===== src/hw/rtl/bfra_pkg.sv =====
// shared constants, field widths and codes for the free-run block allocator
package bfra_pkg;

  localparam int NUM_BLOCKS_DEF = 1024;
  localparam int MAX_RUN_DEF    = 256;

  // map words: 16 blocks per word
  localparam int WORD_BITS  = 16;
  localparam int WORD_IDX_W = 4;

  localparam int TOTAL_W    = 11;
  localparam int FIRST_W    = 10;
  localparam int RUN_W      = 9;
  localparam int INDEX_W    = 10;
  localparam int START_W    = 10;
  localparam int COUNT_W    = 9;
  localparam int STATUS_W   = 2;
  localparam int CFG_ADDR_W = 1;
  localparam int CFG_DATA_W = 11;

  localparam logic [TOTAL_W-1:0] TOTAL_RESET = 11'd1024;
  localparam logic [FIRST_W-1:0] FIRST_RESET = 10'd2;

  localparam logic OP_ALLOC = 1'b0;
  localparam logic OP_FREE  = 1'b1;

  localparam logic [CFG_ADDR_W-1:0] CFG_TOTAL_BLOCKS = 1'b0;
  localparam logic [CFG_ADDR_W-1:0] CFG_FIRST_DATA   = 1'b1;

  typedef enum logic [STATUS_W-1:0] {
    STATUS_OK        = 2'd0,
    STATUS_PARTIAL   = 2'd1,
    STATUS_NONE      = 2'd2,
    STATUS_BAD_INDEX = 2'd3
  } status_t;

endpackage


===== src/hw/rtl/bfra_map.sv =====
// used-map word memory with clearing sweep after reset
module bfra_map #(
  parameter int DEPTH  = 64,
  parameter int ADDR_W = 6
) (
  input  logic                           clk,
  input  logic                           rst,
  input  logic                           rd_en,
  input  logic [ADDR_W-1:0]              rd_addr,
  output logic [bfra_pkg::WORD_BITS-1:0] rd_data,
  input  logic                           wr_en,
  input  logic [ADDR_W-1:0]              wr_addr,
  input  logic [bfra_pkg::WORD_BITS-1:0] wr_data,
  output logic                           clearing
);

  logic [bfra_pkg::WORD_BITS-1:0] mem [DEPTH];
  logic [ADDR_W-1:0]              clr_addr;

  always_ff @(posedge clk) begin
    if (rst) begin
      clearing <= 1'b1;
      clr_addr <= '0;
    end else if (clearing) begin
      if (clr_addr == ADDR_W'(DEPTH - 1)) begin
        clearing <= 1'b0;
      end
      clr_addr <= clr_addr + 1'b1;
    end
  end

  always_ff @(posedge clk) begin
    if (clearing) begin
      mem[clr_addr] <= '0;
    end else if (wr_en) begin
      mem[wr_addr] <= wr_data;
    end
    if (rd_en) begin
      rd_data <= mem[rd_addr];
    end
  end

endmodule


===== src/hw/rtl/bfra_scan.sv =====
// bit-serial first-fit run search over the used map, else the longest free run seen
module bfra_scan #(
  parameter int BLK_W  = 11,
  parameter int ADDR_W = 6
) (
  input  logic                           clk,
  input  logic                           rst,
  input  logic                           go,
  input  logic [BLK_W-1:0]               first,
  input  logic [BLK_W-1:0]               size,
  input  logic [bfra_pkg::RUN_W-1:0]     want,
  output logic                           rd_en,
  output logic [ADDR_W-1:0]              rd_addr,
  input  logic [bfra_pkg::WORD_BITS-1:0] rd_data,
  output logic                           done,
  output logic [bfra_pkg::RUN_W-1:0]     best,
  output logic [BLK_W-1:0]               best_start
);

  typedef enum logic [3:0] {
    S_IDLE  = 4'b0001,
    S_FETCH = 4'b0010,
    S_LOAD  = 4'b0100,
    S_RUN   = 4'b1000
  } scan_state_t;

  scan_state_t                    state;
  logic [BLK_W-1:0]               pos;
  logic [BLK_W-1:0]               b;
  logic [bfra_pkg::RUN_W-1:0]     len;
  logic [bfra_pkg::RUN_W-1:0]     want_r;
  logic [bfra_pkg::WORD_BITS-1:0] shreg;
  logic                           cand_ok;
  logic                           used;
  logic                           last_bit;

  always_comb begin
    rd_en    = (state == S_FETCH);
    rd_addr  = ADDR_W'(b >> bfra_pkg::WORD_IDX_W);
    cand_ok  = ({1'b0, pos} + (BLK_W + 1)'(1)) < {1'b0, size};
    used     = (b >= size) || shreg[0];
    last_bit = &b[bfra_pkg::WORD_IDX_W-1:0];
  end

  always_ff @(posedge clk) begin
    if (rst) begin
      state <= S_IDLE;
      done  <= 1'b0;
    end else begin
      done <= 1'b0;
      unique case (state)
        S_IDLE: begin
          if (go) begin
            pos        <= first;
            b          <= first;
            len        <= '0;
            best       <= '0;
            best_start <= '0;
            want_r     <= want;
            state      <= S_FETCH;
          end
        end
        S_FETCH: begin
          state <= S_LOAD;
        end
        S_LOAD: begin
          shreg <= rd_data >> b[bfra_pkg::WORD_IDX_W-1:0];
          state <= S_RUN;
        end
        S_RUN: begin
          if (len == '0 && !cand_ok) begin
            // no room left for a new candidate
            done  <= 1'b1;
            state <= S_IDLE;
          end else if (!used && (len + 1'b1) == want_r) begin
            best       <= want_r;
            best_start <= pos;
            done       <= 1'b1;
            state      <= S_IDLE;
          end else begin
            if (!used) begin
              len <= len + 1'b1;
            end else begin
              if (len > best) begin
                best       <= len;
                best_start <= pos;
              end
              pos <= b + 1'b1;
              len <= '0;
            end
            b     <= b + 1'b1;
            shreg <= shreg >> 1;
            if (last_bit) begin
              state <= S_FETCH;
            end
          end
        end
        default: state <= S_IDLE;
      endcase
    end
  end

endmodule


===== src/hw/rtl/bfra_mark.sv =====
// word read-modify-write unit that sets or clears a range of used bits
module bfra_mark #(
  parameter int BLK_W  = 11,
  parameter int ADDR_W = 6
) (
  input  logic                           clk,
  input  logic                           rst,
  input  logic                           go,
  input  logic [BLK_W-1:0]               lo,
  input  logic [bfra_pkg::RUN_W-1:0]     len,
  input  logic                           set_val,
  output logic                           rd_en,
  output logic [ADDR_W-1:0]              rd_addr,
  input  logic [bfra_pkg::WORD_BITS-1:0] rd_data,
  output logic                           wr_en,
  output logic [ADDR_W-1:0]              wr_addr,
  output logic [bfra_pkg::WORD_BITS-1:0] wr_data,
  output logic                           done
);

  typedef enum logic [2:0] {
    M_IDLE  = 3'b001,
    M_READ  = 3'b010,
    M_WRITE = 3'b100
  } mark_state_t;

  mark_state_t        state;
  logic [BLK_W:0]     lo_r;
  logic [BLK_W:0]     hi_r;
  logic [ADDR_W-1:0]  waddr;
  logic [ADDR_W-1:0]  last_addr;
  logic               val_r;
  logic [BLK_W:0]     hi_next;

  always_comb begin
    hi_next = (BLK_W + 1)'(lo) + (BLK_W + 1)'(len);
    rd_en   = (state == M_READ);
    rd_addr = waddr;
    wr_en   = (state == M_WRITE);
    wr_addr = waddr;
    for (int i = 0; i < bfra_pkg::WORD_BITS; i++) begin
      if (32'({waddr, bfra_pkg::WORD_IDX_W'(i)}) >= 32'(lo_r) &&
          32'({waddr, bfra_pkg::WORD_IDX_W'(i)}) < 32'(hi_r)) begin
        wr_data[i] = val_r;
      end else begin
        wr_data[i] = rd_data[i];
      end
    end
  end

  always_ff @(posedge clk) begin
    if (rst) begin
      state <= M_IDLE;
      done  <= 1'b0;
    end else begin
      done <= 1'b0;
      unique case (state)
        M_IDLE: begin
          if (go) begin
            lo_r      <= {1'b0, lo};
            hi_r      <= hi_next;
            waddr     <= ADDR_W'(lo >> bfra_pkg::WORD_IDX_W);
            last_addr <= ADDR_W'((hi_next - 1'b1) >> bfra_pkg::WORD_IDX_W);
            val_r     <= set_val;
            state     <= M_READ;
          end
        end
        M_READ: begin
          state <= M_WRITE;
        end
        M_WRITE: begin
          if (waddr == last_addr) begin
            done  <= 1'b1;
            state <= M_IDLE;
          end else begin
            waddr <= waddr + 1'b1;
            state <= M_READ;
          end
        end
        default: state <= M_IDLE;
      endcase
    end
  end

endmodule


===== src/hw/rtl/bitmap_free_run_allocator_top.sv =====
// top level: contiguous first-fit block allocator over a one-bit-per-block used map
// allocate: launch, a scan of one block a cycle paused for a word fetch (FETCH, LOAD)
//   per word, hand-off to the marker, one read-modify-write per map word marked
// free: one word read-modify-write; bad index, empty, no-room requests: answered from idle
// one item at a time: busy high until a scan or mark result strobe; done lasts one cycle
// reset: map cleared by a sweep over every map word, busy high meanwhile
module bitmap_free_run_allocator_top #(
  parameter int NUM_BLOCKS = bfra_pkg::NUM_BLOCKS_DEF,
  parameter int MAX_RUN    = bfra_pkg::MAX_RUN_DEF
) (
  input  logic                              clk,
  input  logic                              rst,
  // command channel
  input  logic                              start,
  output logic                              busy,
  input  logic                              operation,
  input  logic [bfra_pkg::RUN_W-1:0]        run_length,
  input  logic [bfra_pkg::INDEX_W-1:0]      block_index,
  // result strobe
  output logic                              done,
  output logic [bfra_pkg::START_W-1:0]      start_block,
  output logic [bfra_pkg::COUNT_W-1:0]      granted_count,
  output logic [bfra_pkg::STATUS_W-1:0]     status,
  // configuration writes
  input  logic                              cfg_wr_en,
  input  logic [bfra_pkg::CFG_ADDR_W-1:0]   cfg_addr,
  input  logic [bfra_pkg::CFG_DATA_W-1:0]   cfg_data
);

  // map geometry; positions must reach one past the volume end
  localparam int DEPTH    = (NUM_BLOCKS + bfra_pkg::WORD_BITS - 1) / bfra_pkg::WORD_BITS;
  localparam int ADDR_W   = (DEPTH > 1) ? $clog2(DEPTH) : 1;
  localparam int BLK_W    = $clog2(NUM_BLOCKS + 2);
  localparam int MAX_CLIP = (MAX_RUN < 511) ? MAX_RUN : 511;

  typedef enum logic [2:0] {
    ST_IDLE = 3'b001,
    ST_SCAN = 3'b010,
    ST_MARK = 3'b100
  } top_state_t;

  top_state_t state;

  // configuration registers
  logic [bfra_pkg::TOTAL_W-1:0] vol_total;
  logic [bfra_pkg::FIRST_W-1:0] first_data_block;

  // request decode
  logic                       accept;
  logic                       clearing;
  logic [BLK_W-1:0]           size;
  logic [bfra_pkg::RUN_W-1:0] want_sat;
  logic                       start_ok;
  logic                       idx_ok;

  // scanner side
  logic                           scan_go;
  logic [BLK_W-1:0]               scan_first;
  logic [bfra_pkg::RUN_W-1:0]     scan_want;
  logic                           scan_rd_en;
  logic [ADDR_W-1:0]              scan_rd_addr;
  logic                           scan_done;
  logic [bfra_pkg::RUN_W-1:0]     scan_best;
  logic [BLK_W-1:0]               scan_best_start;

  // marker side
  logic                           mark_go;
  logic [BLK_W-1:0]               mark_lo;
  logic [bfra_pkg::RUN_W-1:0]     mark_len;
  logic                           mark_val;
  logic                           mark_rd_en;
  logic [ADDR_W-1:0]              mark_rd_addr;
  logic                           mark_wr_en;
  logic [ADDR_W-1:0]              mark_wr_addr;
  logic [bfra_pkg::WORD_BITS-1:0] mark_wr_data;
  logic                           mark_done;

  // shared map read port
  logic                           map_rd_en;
  logic [ADDR_W-1:0]              map_rd_addr;
  logic [bfra_pkg::WORD_BITS-1:0] map_rd_data;

  // result held while the marker runs
  logic [bfra_pkg::START_W-1:0] hold_start;
  logic [bfra_pkg::COUNT_W-1:0] hold_count;
  bfra_pkg::status_t            hold_status;

  always_comb begin
    busy   = (state != ST_IDLE) || clearing;
    accept = start && !busy;

    // effective volume size is capped at NUM_BLOCKS
    if (32'(vol_total) < 32'(NUM_BLOCKS)) begin
      size = BLK_W'(vol_total);
    end else begin
      size = BLK_W'(NUM_BLOCKS);
    end

    if (run_length > bfra_pkg::RUN_W'(MAX_CLIP)) begin
      want_sat = bfra_pkg::RUN_W'(MAX_CLIP);
    end else begin
      want_sat = run_length;
    end

    // search start must leave at least one block after it
    start_ok = (32'(first_data_block) + 32'd1) < 32'(size);
    idx_ok   = 32'(block_index) < 32'(size);

    map_rd_en   = scan_rd_en || mark_rd_en;
    map_rd_addr = (state == ST_SCAN) ? scan_rd_addr : mark_rd_addr;
  end

  // configuration decode
  always_ff @(posedge clk) begin
    if (rst) begin
      vol_total        <= bfra_pkg::TOTAL_RESET;
      first_data_block <= bfra_pkg::FIRST_RESET;
    end else if (cfg_wr_en) begin
      unique case (cfg_addr)
        bfra_pkg::CFG_TOTAL_BLOCKS: vol_total        <= cfg_data;
        bfra_pkg::CFG_FIRST_DATA:   first_data_block <= bfra_pkg::FIRST_W'(cfg_data);
        default: ;
      endcase
    end
  end

  // item sequencer
  always_ff @(posedge clk) begin
    if (rst) begin
      state   <= ST_IDLE;
      done    <= 1'b0;
      scan_go <= 1'b0;
      mark_go <= 1'b0;
    end else begin
      done    <= 1'b0;
      scan_go <= 1'b0;
      mark_go <= 1'b0;
      unique case (state)
        ST_IDLE: begin
          if (accept) begin
            if (operation == bfra_pkg::OP_FREE) begin
              if (idx_ok) begin
                // free is a one-block range clear
                mark_go     <= 1'b1;
                mark_lo     <= BLK_W'(block_index);
                mark_len    <= bfra_pkg::RUN_W'(1);
                mark_val    <= 1'b0;
                hold_start  <= '0;
                hold_count  <= '0;
                hold_status <= bfra_pkg::STATUS_OK;
                state       <= ST_MARK;
              end else begin
                done          <= 1'b1;
                start_block   <= '0;
                granted_count <= '0;
                status        <= bfra_pkg::STATUS_BAD_INDEX;
              end
            end else if (want_sat == '0) begin
              // empty request grants nothing
              done          <= 1'b1;
              start_block   <= '0;
              granted_count <= '0;
              status        <= bfra_pkg::STATUS_OK;
            end else if (!start_ok) begin
              done          <= 1'b1;
              start_block   <= '0;
              granted_count <= '0;
              status        <= bfra_pkg::STATUS_NONE;
            end else begin
              scan_go    <= 1'b1;
              scan_first <= BLK_W'(first_data_block);
              scan_want  <= want_sat;
              state      <= ST_SCAN;
            end
          end
        end
        ST_SCAN: begin
          if (scan_done) begin
            if (scan_best == '0) begin
              done          <= 1'b1;
              start_block   <= '0;
              granted_count <= '0;
              status        <= bfra_pkg::STATUS_NONE;
              state         <= ST_IDLE;
            end else begin
              mark_go     <= 1'b1;
              mark_lo     <= scan_best_start;
              mark_len    <= scan_best;
              mark_val    <= 1'b1;
              hold_start  <= bfra_pkg::START_W'(scan_best_start);
              hold_count  <= scan_best;
              hold_status <= (scan_best == scan_want) ? bfra_pkg::STATUS_OK
                                                      : bfra_pkg::STATUS_PARTIAL;
              state       <= ST_MARK;
            end
          end
        end
        ST_MARK: begin
          if (mark_done) begin
            done          <= 1'b1;
            start_block   <= hold_start;
            granted_count <= hold_count;
            status        <= hold_status;
            state         <= ST_IDLE;
          end
        end
        default: state <= ST_IDLE;
      endcase
    end
  end

  bfra_map #(
    .DEPTH  (DEPTH),
    .ADDR_W (ADDR_W)
  ) u_map (
    .clk      (clk),
    .rst      (rst),
    .rd_en    (map_rd_en),
    .rd_addr  (map_rd_addr),
    .rd_data  (map_rd_data),
    .wr_en    (mark_wr_en),
    .wr_addr  (mark_wr_addr),
    .wr_data  (mark_wr_data),
    .clearing (clearing)
  );

  bfra_scan #(
    .BLK_W  (BLK_W),
    .ADDR_W (ADDR_W)
  ) u_scan (
    .clk        (clk),
    .rst        (rst),
    .go         (scan_go),
    .first      (scan_first),
    .size       (size),
    .want       (scan_want),
    .rd_en      (scan_rd_en),
    .rd_addr    (scan_rd_addr),
    .rd_data    (map_rd_data),
    .done       (scan_done),
    .best       (scan_best),
    .best_start (scan_best_start)
  );

  bfra_mark #(
    .BLK_W  (BLK_W),
    .ADDR_W (ADDR_W)
  ) u_mark (
    .clk     (clk),
    .rst     (rst),
    .go      (mark_go),
    .lo      (mark_lo),
    .len     (mark_len),
    .set_val (mark_val),
    .rd_en   (mark_rd_en),
    .rd_addr (mark_rd_addr),
    .rd_data (map_rd_data),
    .wr_en   (mark_wr_en),
    .wr_addr (mark_wr_addr),
    .wr_data (mark_wr_data),
    .done    (mark_done)
  );

endmodule

===== config.mk =====
export PLATFORM = sky130hd
export DESIGN_NAME = bitmap_free_run_allocator_top
export DESIGN_NICKNAME = d
export VERILOG_FILES = /design/src/hw/rtl/bfra_pkg.sv /design/src/hw/rtl/bfra_map.sv /design/src/hw/rtl/bfra_scan.sv /design/src/hw/rtl/bfra_mark.sv /design/src/hw/rtl/bitmap_free_run_allocator_top.sv
export SDC_FILE = /design/constraint.sdc
export NUM_CORES = 2
export LEC_CHECK = 0
export ABC_CLOCK_PERIOD_IN_PS = 6600
export BUFFER_PORTS_ARGS = -buffer_cell sky130_fd_sc_hd__buf_4
export CORE_AREA = 2 2 351 248
export DETAILED_ROUTE_END_ITERATION = 8
export DIE_AREA = 0 0 353 250
export GPL_TIMING_DRIVEN = 0
export PLACE_DENSITY = 0.86
export SYNTH_ARGS = -nofsm -noshare
export SYNTH_HDL_FRONTEND = slang
export SYNTH_SLANG_ARGS = --single-unit

===== constraint.sdc =====
create_clock -name clk -period 6.6 [get_ports clk]
set_clock_uncertainty 0.15 [all_clocks]
set_input_delay 1.32 -clock clk [delete_from_list [all_inputs] [get_ports clk]]
set_output_delay 1.32 -clock clk [all_outputs]
set_load 0.05 [all_outputs]

After elaboration in Yosys (flattened, before gate mapping)

Memories as Yosys holds them, arrays and structs flattened. A register that Yosys moved wholly into a read port is not among the register bits.
Index checks and enable logic that the tools add are counted.

Input port bits: 36
Memories: 1
RAM bits: 1024
Flip-flop bits (word level): 237
ROM bits: 0
Bits in latches: 0
Output and inout port bits: 23

Memory list:

| memory    | words | bits a word | read ports | clocked after Yosys merged registers in | write ports | RTL line       | text |
|---|---|---|---|---|---|---|---|
| u_map.mem | 64    | 16          | 1          | 1                                       | 1           | bfra_map.sv:17 | `logic [bfra_pkg::WORD_BITS-1:0] mem [DEPTH];` |

Shift-type cells: 1
Bitwise logic cells: 8
Reductions and logical operators: 52
Divide/modulo/power cells: 0
$add $sub $neg: 8
Equality and inequality tests: 36
Multiply operators: 0
Muxes and demuxes: 157
Order comparisons: 39

Operator list:

| operator             | number |
|---|---|
| $mux W9              | 25 |
| $lt A10 B12 Y1       | 16 |
| $mux W11             | 17 |
| $ge A10 B11 Y1       | 16 |
| $mux W10             | 13 |
| $pmux W11 S2         | 4 |
| $pmux W9 S2          | 4 |
| $mux W16             | 3 |
| $mux W1              | 47 |
| $pmux W16 S2         | 1 |
| $pmux W10 S3         | 1 |
| $mux W2              | 14 |
| $logic_not A9 Y1     | 3 |
| $mux W3              | 9 |
| $pmux W9 S3          | 1 |
| $mux W6              | 4 |
| $reduce_and A6 Y1    | 4 |
| $pmux W10 S2         | 1 |
| $logic_and A1 B1 Y1  | 19 |
| $eq A9 B9 Y1         | 2 |
| $ne A2 B2 Y1 const B | 9 |
| $pmux W3 S3          | 2 |
| $mux W4              | 4 |
| $pmux W4 S4          | 1 |
| other kinds (48)     | 81 |

Logic depth before layout (Yosys ltp)

Depth in word-level cells: 9
Depth in mapped cells: 13

Cells and area by module

From an unflattened synthesis, not the netlist that was laid out.

Cells, all modules: 2992
Area total of the unflattened synthesis: 53143.5 um2

Modules (own cells, without submodules):

| module                        | sequential area each (um2) | instances | cells each | area each (um2) |
|---|---|---|---|---|
| bfra_map                      | 31370.1                    | 1         | 1778       | 40277.4 |
| bfra_scan                     | 2382.3                     | 1         | 494        | 5223.8 |
| bitmap_free_run_allocator_top | 2732.6                     | 1         | 418        | 4642.0 |
| bfra_mark                     | 1161.1                     | 1         | 302        | 3000.4 |

Worst setup path before layout

Ideal clock, no wire load.

Kind: flip-flop to flip-flop
Start: register u_mark.waddr[0], in the netlist u_mark.rd_addr[0]
End: memory u_map.mem[0][9] (netlist name) (data pin)
Arrival time: 4.840 ns
Slack: 0.908 ns
Stages on the path, launching flop included: 9
Setup time: 0.702 ns
Required time: 5.748 ns
Clock period less this slack: 5.692 ns
Path through: edfxtp_1 clkbuf_1 inv_1 ha_1 nor4b_1 or2_2 clkbuf_1 o221ai_1 o21ai_0

Longest elaborated chain between the ends: 4
Elaborated cells on any way between the ends: 5
Classes of those cells: order compare (2); mux (2); reduce/logical (1)

RTL lines:

| item                                                    | RTL line                         | text |
|---|---|---|
| from (decl)                                             | bfra_mark.sv:30                  | `logic [ADDR_W-1:0] waddr;` |
| from (signal assigned)                                  | bfra_mark.sv:62                  | `waddr <= ADDR_W'(lo >> bfra_pkg::WORD_IDX_W);` |
| from (signal assigned)                                  | bfra_mark.sv:76                  | `waddr <= waddr + 1'b1;` |
| $lt A10 B12 Y1 / $ge A10 B11 Y1 (equally long branches) | bfra_mark.sv:43, bfra_mark.sv:42 |  |
| $logic_and A1 B1 Y1 (*)                                 | bfra_mark.sv:42                  | `if (32'({waddr, bfra_pkg::WORD_IDX_W'(i)}) >= 32'(lo_r) &&` |
| $mux W1 (*)                                             | bfra_mark.sv:42                  |  |
| $mux W16 (no line) (*)                                  | --                               |  |
| to (decl)                                               | bfra_map.sv:17                   |  |

Every way passes the cells marked *; elsewhere a longest branch is shown, timed or not.

Worst setup path after layout

Start: register u_mark.waddr[0], in the netlist u_mark.rd_addr[0]
End: memory u_map.mem[8][2] (netlist name) (data pin)

The elaborated chain is that of the path after synthesis.

==> results.cfg <==
[outcome]
run_status = finished, violations left
violations = design-rule violations, max-capacitance violations, max-slew violations

[finish]
nets = 3957
regArea_sq_um = 37600
fin_cells = 5097
nFillCells = 5233
area_delta_synth_final_pct = 12.8
multi_input_area_sq_um = 14700
drive_gt1_share_pct = 15.0

[logic_synthesis]
syn_area_per_cell_sq_um = 14.7
synth_top_area_share_pct = 69.2
yosysTopAreaCell = edfxtp_1
synth.most_common_cell = edfxtp_1
synth_seq_area_share_pct = 70.8
synth_area_sq_um = 53100
ys_top_cells_by_count = 1225 x edfxtp_1, 634 x nand2_1, 191 x nand3_1
synthCells = 3619
synth.distinct_cells = 78
yosys_warnings = 0
synth-seq-cells = 1268
synth_fp_nets = 3735
yosys-top-cells-area = edfxtp_1 69%, mux4_2 4.8%, nand2_1 4.5%, ha_1 1.9%, mux2i_1 1.8%
synth_flop_cell = edfxtp_1
ys_async_sr_fraction_pct = 0
synth_edf_count = 1225

[power]
power.internal_w = 0.0127
vdd_drop_max_mv = 0.288
p_leak_nw = 19.1
clkPwrFrac_pct = 42.1
power_frac_seq_pct = 54.7
pwr-share-comb_pct = 3.3
finalPower_w = 0.0161
switching_power_w = 0.00339
power_density_nw_per_um2 = 268
swShare_pct = 21.1

[placed_design]
io_buffers = 58
gp_congestion = 1.07
dp_cells = 4874
hpwl_um = 105000

[timing]
worst_slew_pin_slew_ns = 1.58
setup_viol = 0
fmax_mhz = 178
period_share_pct = 85.3
report.final.slew_viol_count = 6
relSlewSlack_pct = -8.28
rsz0062_at_grt = false
final_hold_viol_count = 0
fin_crit_ns = 5.63

[route]
vias_per_cell = 6.98
drt_wl_total_um = 157000
vias = 35600
drc = 1
drt-initial-drc-count = 7575
antenna_left = 0
drt_pass1_iterations = 9
avgRoutedWirePerCell_um = 30.9

[die]
fp-row-count = 90
die_w_um = 353
pin_count = 59
initial_core_util_pct = 62.3
core-area_sq_um = 85400
die_h_um = 250
die-area_sq_um = 88300

[clocking]
root_buffer = clkbuf_16
post_cts_buffers = 0
clkSinkCount = 1268
cts_buffer_depth = 3
tritoncts = done
cts_hold_buf = 0
cts_buffers = 110
htreeDepth = 3
clk_pin_slew_ns = 0.07
cts_resized = 0
clock_latency_ns = 0.73

[global_route]
antenna_found_initial = 15
grt_usage_pct = 35.4
grt_pass1_wl_um = 225000
grt_pass1_vias = 33300
overflow = 0
grt_max_degree = 41

[setup_path]
worstPathMaxFanout = 33
crit_required_ns = 6.98
r2r-start = u_mark.rd_addr[0]$_DFFE_PP_
arrival_ns = 6.01
critPathKind = reg -> reg
startpoint = u_mark.rd_addr[0]$_DFFE_PP_
crit_path_end_kind = flip-flop
startpoint_type = flip-flop

[min_path]
min_from = mark_val$_DFFE_PP_
min_path_type = reg -> reg

[job]
maxCapViolCount = 1
## cells in the final DEF, fill, tap and decap left out, drive strengths merged, types with 22 or more instances in the layout
cell        n
and3       33
nand2     634
a22oi      32
inv        57
nor2      170
clkbuf    244
dfxtp      43
nor3       32
a2111oi    24
xnor2      35
o21ai      84
a211oi     47
nand2b     22
buf       199
a311oi     33
xor2       40
ha         79
nor2b      22
mux4      114
a31oi      24
clkinv     40
and2       35
a21o       28
edfxtp   1225
a21oi      79
nand3     192
nand4      55
mux2i      98
## metrics by stage
step | TNS, ns | setup WS, ns | util [%] | cell area [sq um] | hold slack [ns]
after CTS | 0 | 1.45 | 70.1 | 59800 | 0.294
after floorplan | 0 | 0.908 | - | 53100 | 0.250
final | 0 | 0.973 | 70.2 | 60000 | 0.288
after detailed placement | 0 | 1.54 | 65.7 | 56100 | 0.276
after global routing | 0 | 1.07 | 70.2 | 59900 | 0.295
after global placement | -1864.84 | -4.44 | 64.5 | 55000 | 0.275
## critical path, stage by stage, from the launching register on
cell and delay (ns):
edfxtp_1 0.66, clkbuf_1 0.68, inv_1 0.41, ha_1 0.42
nor4b_1 0.86, nor2b_1 0.34, a21oi_1 0.12, a211oi_1 0.43
mux2i_1 0.21, nor2_4 0.82, buf_12 0.30
## sequential cells by signal, indices dropped and copies added, names as in the netlist, 8 cells and up
name,count
mark_lo,11
u_mark.lo_r,11
start_block,10
vol_total,11
scan_first,10
u_mark.hi_r,12
u_scan.shreg,16
u_scan.best_start,11
u_map.mem,1024
u_scan.b,11
u_map.rd_data,16
u_scan.best,9
u_scan.len,9
hold_count,8
granted_count,9
hold_start,10
u_scan.want_r,9
first_data_block,10
scan_want,9
u_scan.pos,11
## cell families (layout without fill, tap and decap cells)
family / count (synthesis) / after routing / synth area share (%)
buf+inv: 246 / 560 / 2.19
fa+ha+maj: 80 / 80 / 1.90
xor+xnor: 77 / 77 / 1.32
mux: 221 / 221 / 6.89
flops: 1268 / 1268 / 70.8
compound gates: 469 / 469 / 6.15
other cells: 0 / 14 / 0
simple gates: 1258 / 1258 / 10.7
## worst paths after layout
| check | endpoint | slack, ns | cells past startpoint |
|---|---|---|---|
| min reg2reg | u_mark.val_r$_DFFE_PP_ | 0.29 | 0 |
| max | u_map.mem[8][2]$_DFFE_PP_ | 0.97 | 10 |
| max reg2reg | u_map.mem[8][2]$_DFFE_PP_ | 0.97 | 10 |
| min | u_mark.val_r$_DFFE_PP_ | 0.29 | 0 |
## routing by layer
layer	up-vias	wire length (um)	global-route usage, %
met2	3282	66900	50.0
met4	16	6460	12.4
met5	-	371	0
li1	14300	-	-
met1	17400	55100	49.2
met3	591	28600	15.8
## power groups by stage
stage | clock network (W) | logic, W | registers [W]
3_3_place_gp | 0 | 0.000460 | 0.00897
6_report | 0.00677 | 0.000526 | 0.00880
2_1_floorplan | 0 | 0.000274 | 0.00898
3_5_place_dp | 0 | 0.000488 | 0.00897
5_1_grt | 0.00701 | 0.000544 | 0.00880
4_1_cts | 0.00673 | 0.000495 | 0.00880
## layout make-up
type                    count  share of cell area, %
diodes                     14                 0.0584
plain buffers             194                   1.61
flip-flops and latches   1268                   62.8
repair buffers            110                   2.20
clock inverters            65                   1.21
multi-input cells        2105                   24.5
well taps                1150                   2.40
inverters                  52                  0.334
clock buffers             139                   4.95
Note: power is estimated with default switching activity, not from simulation.
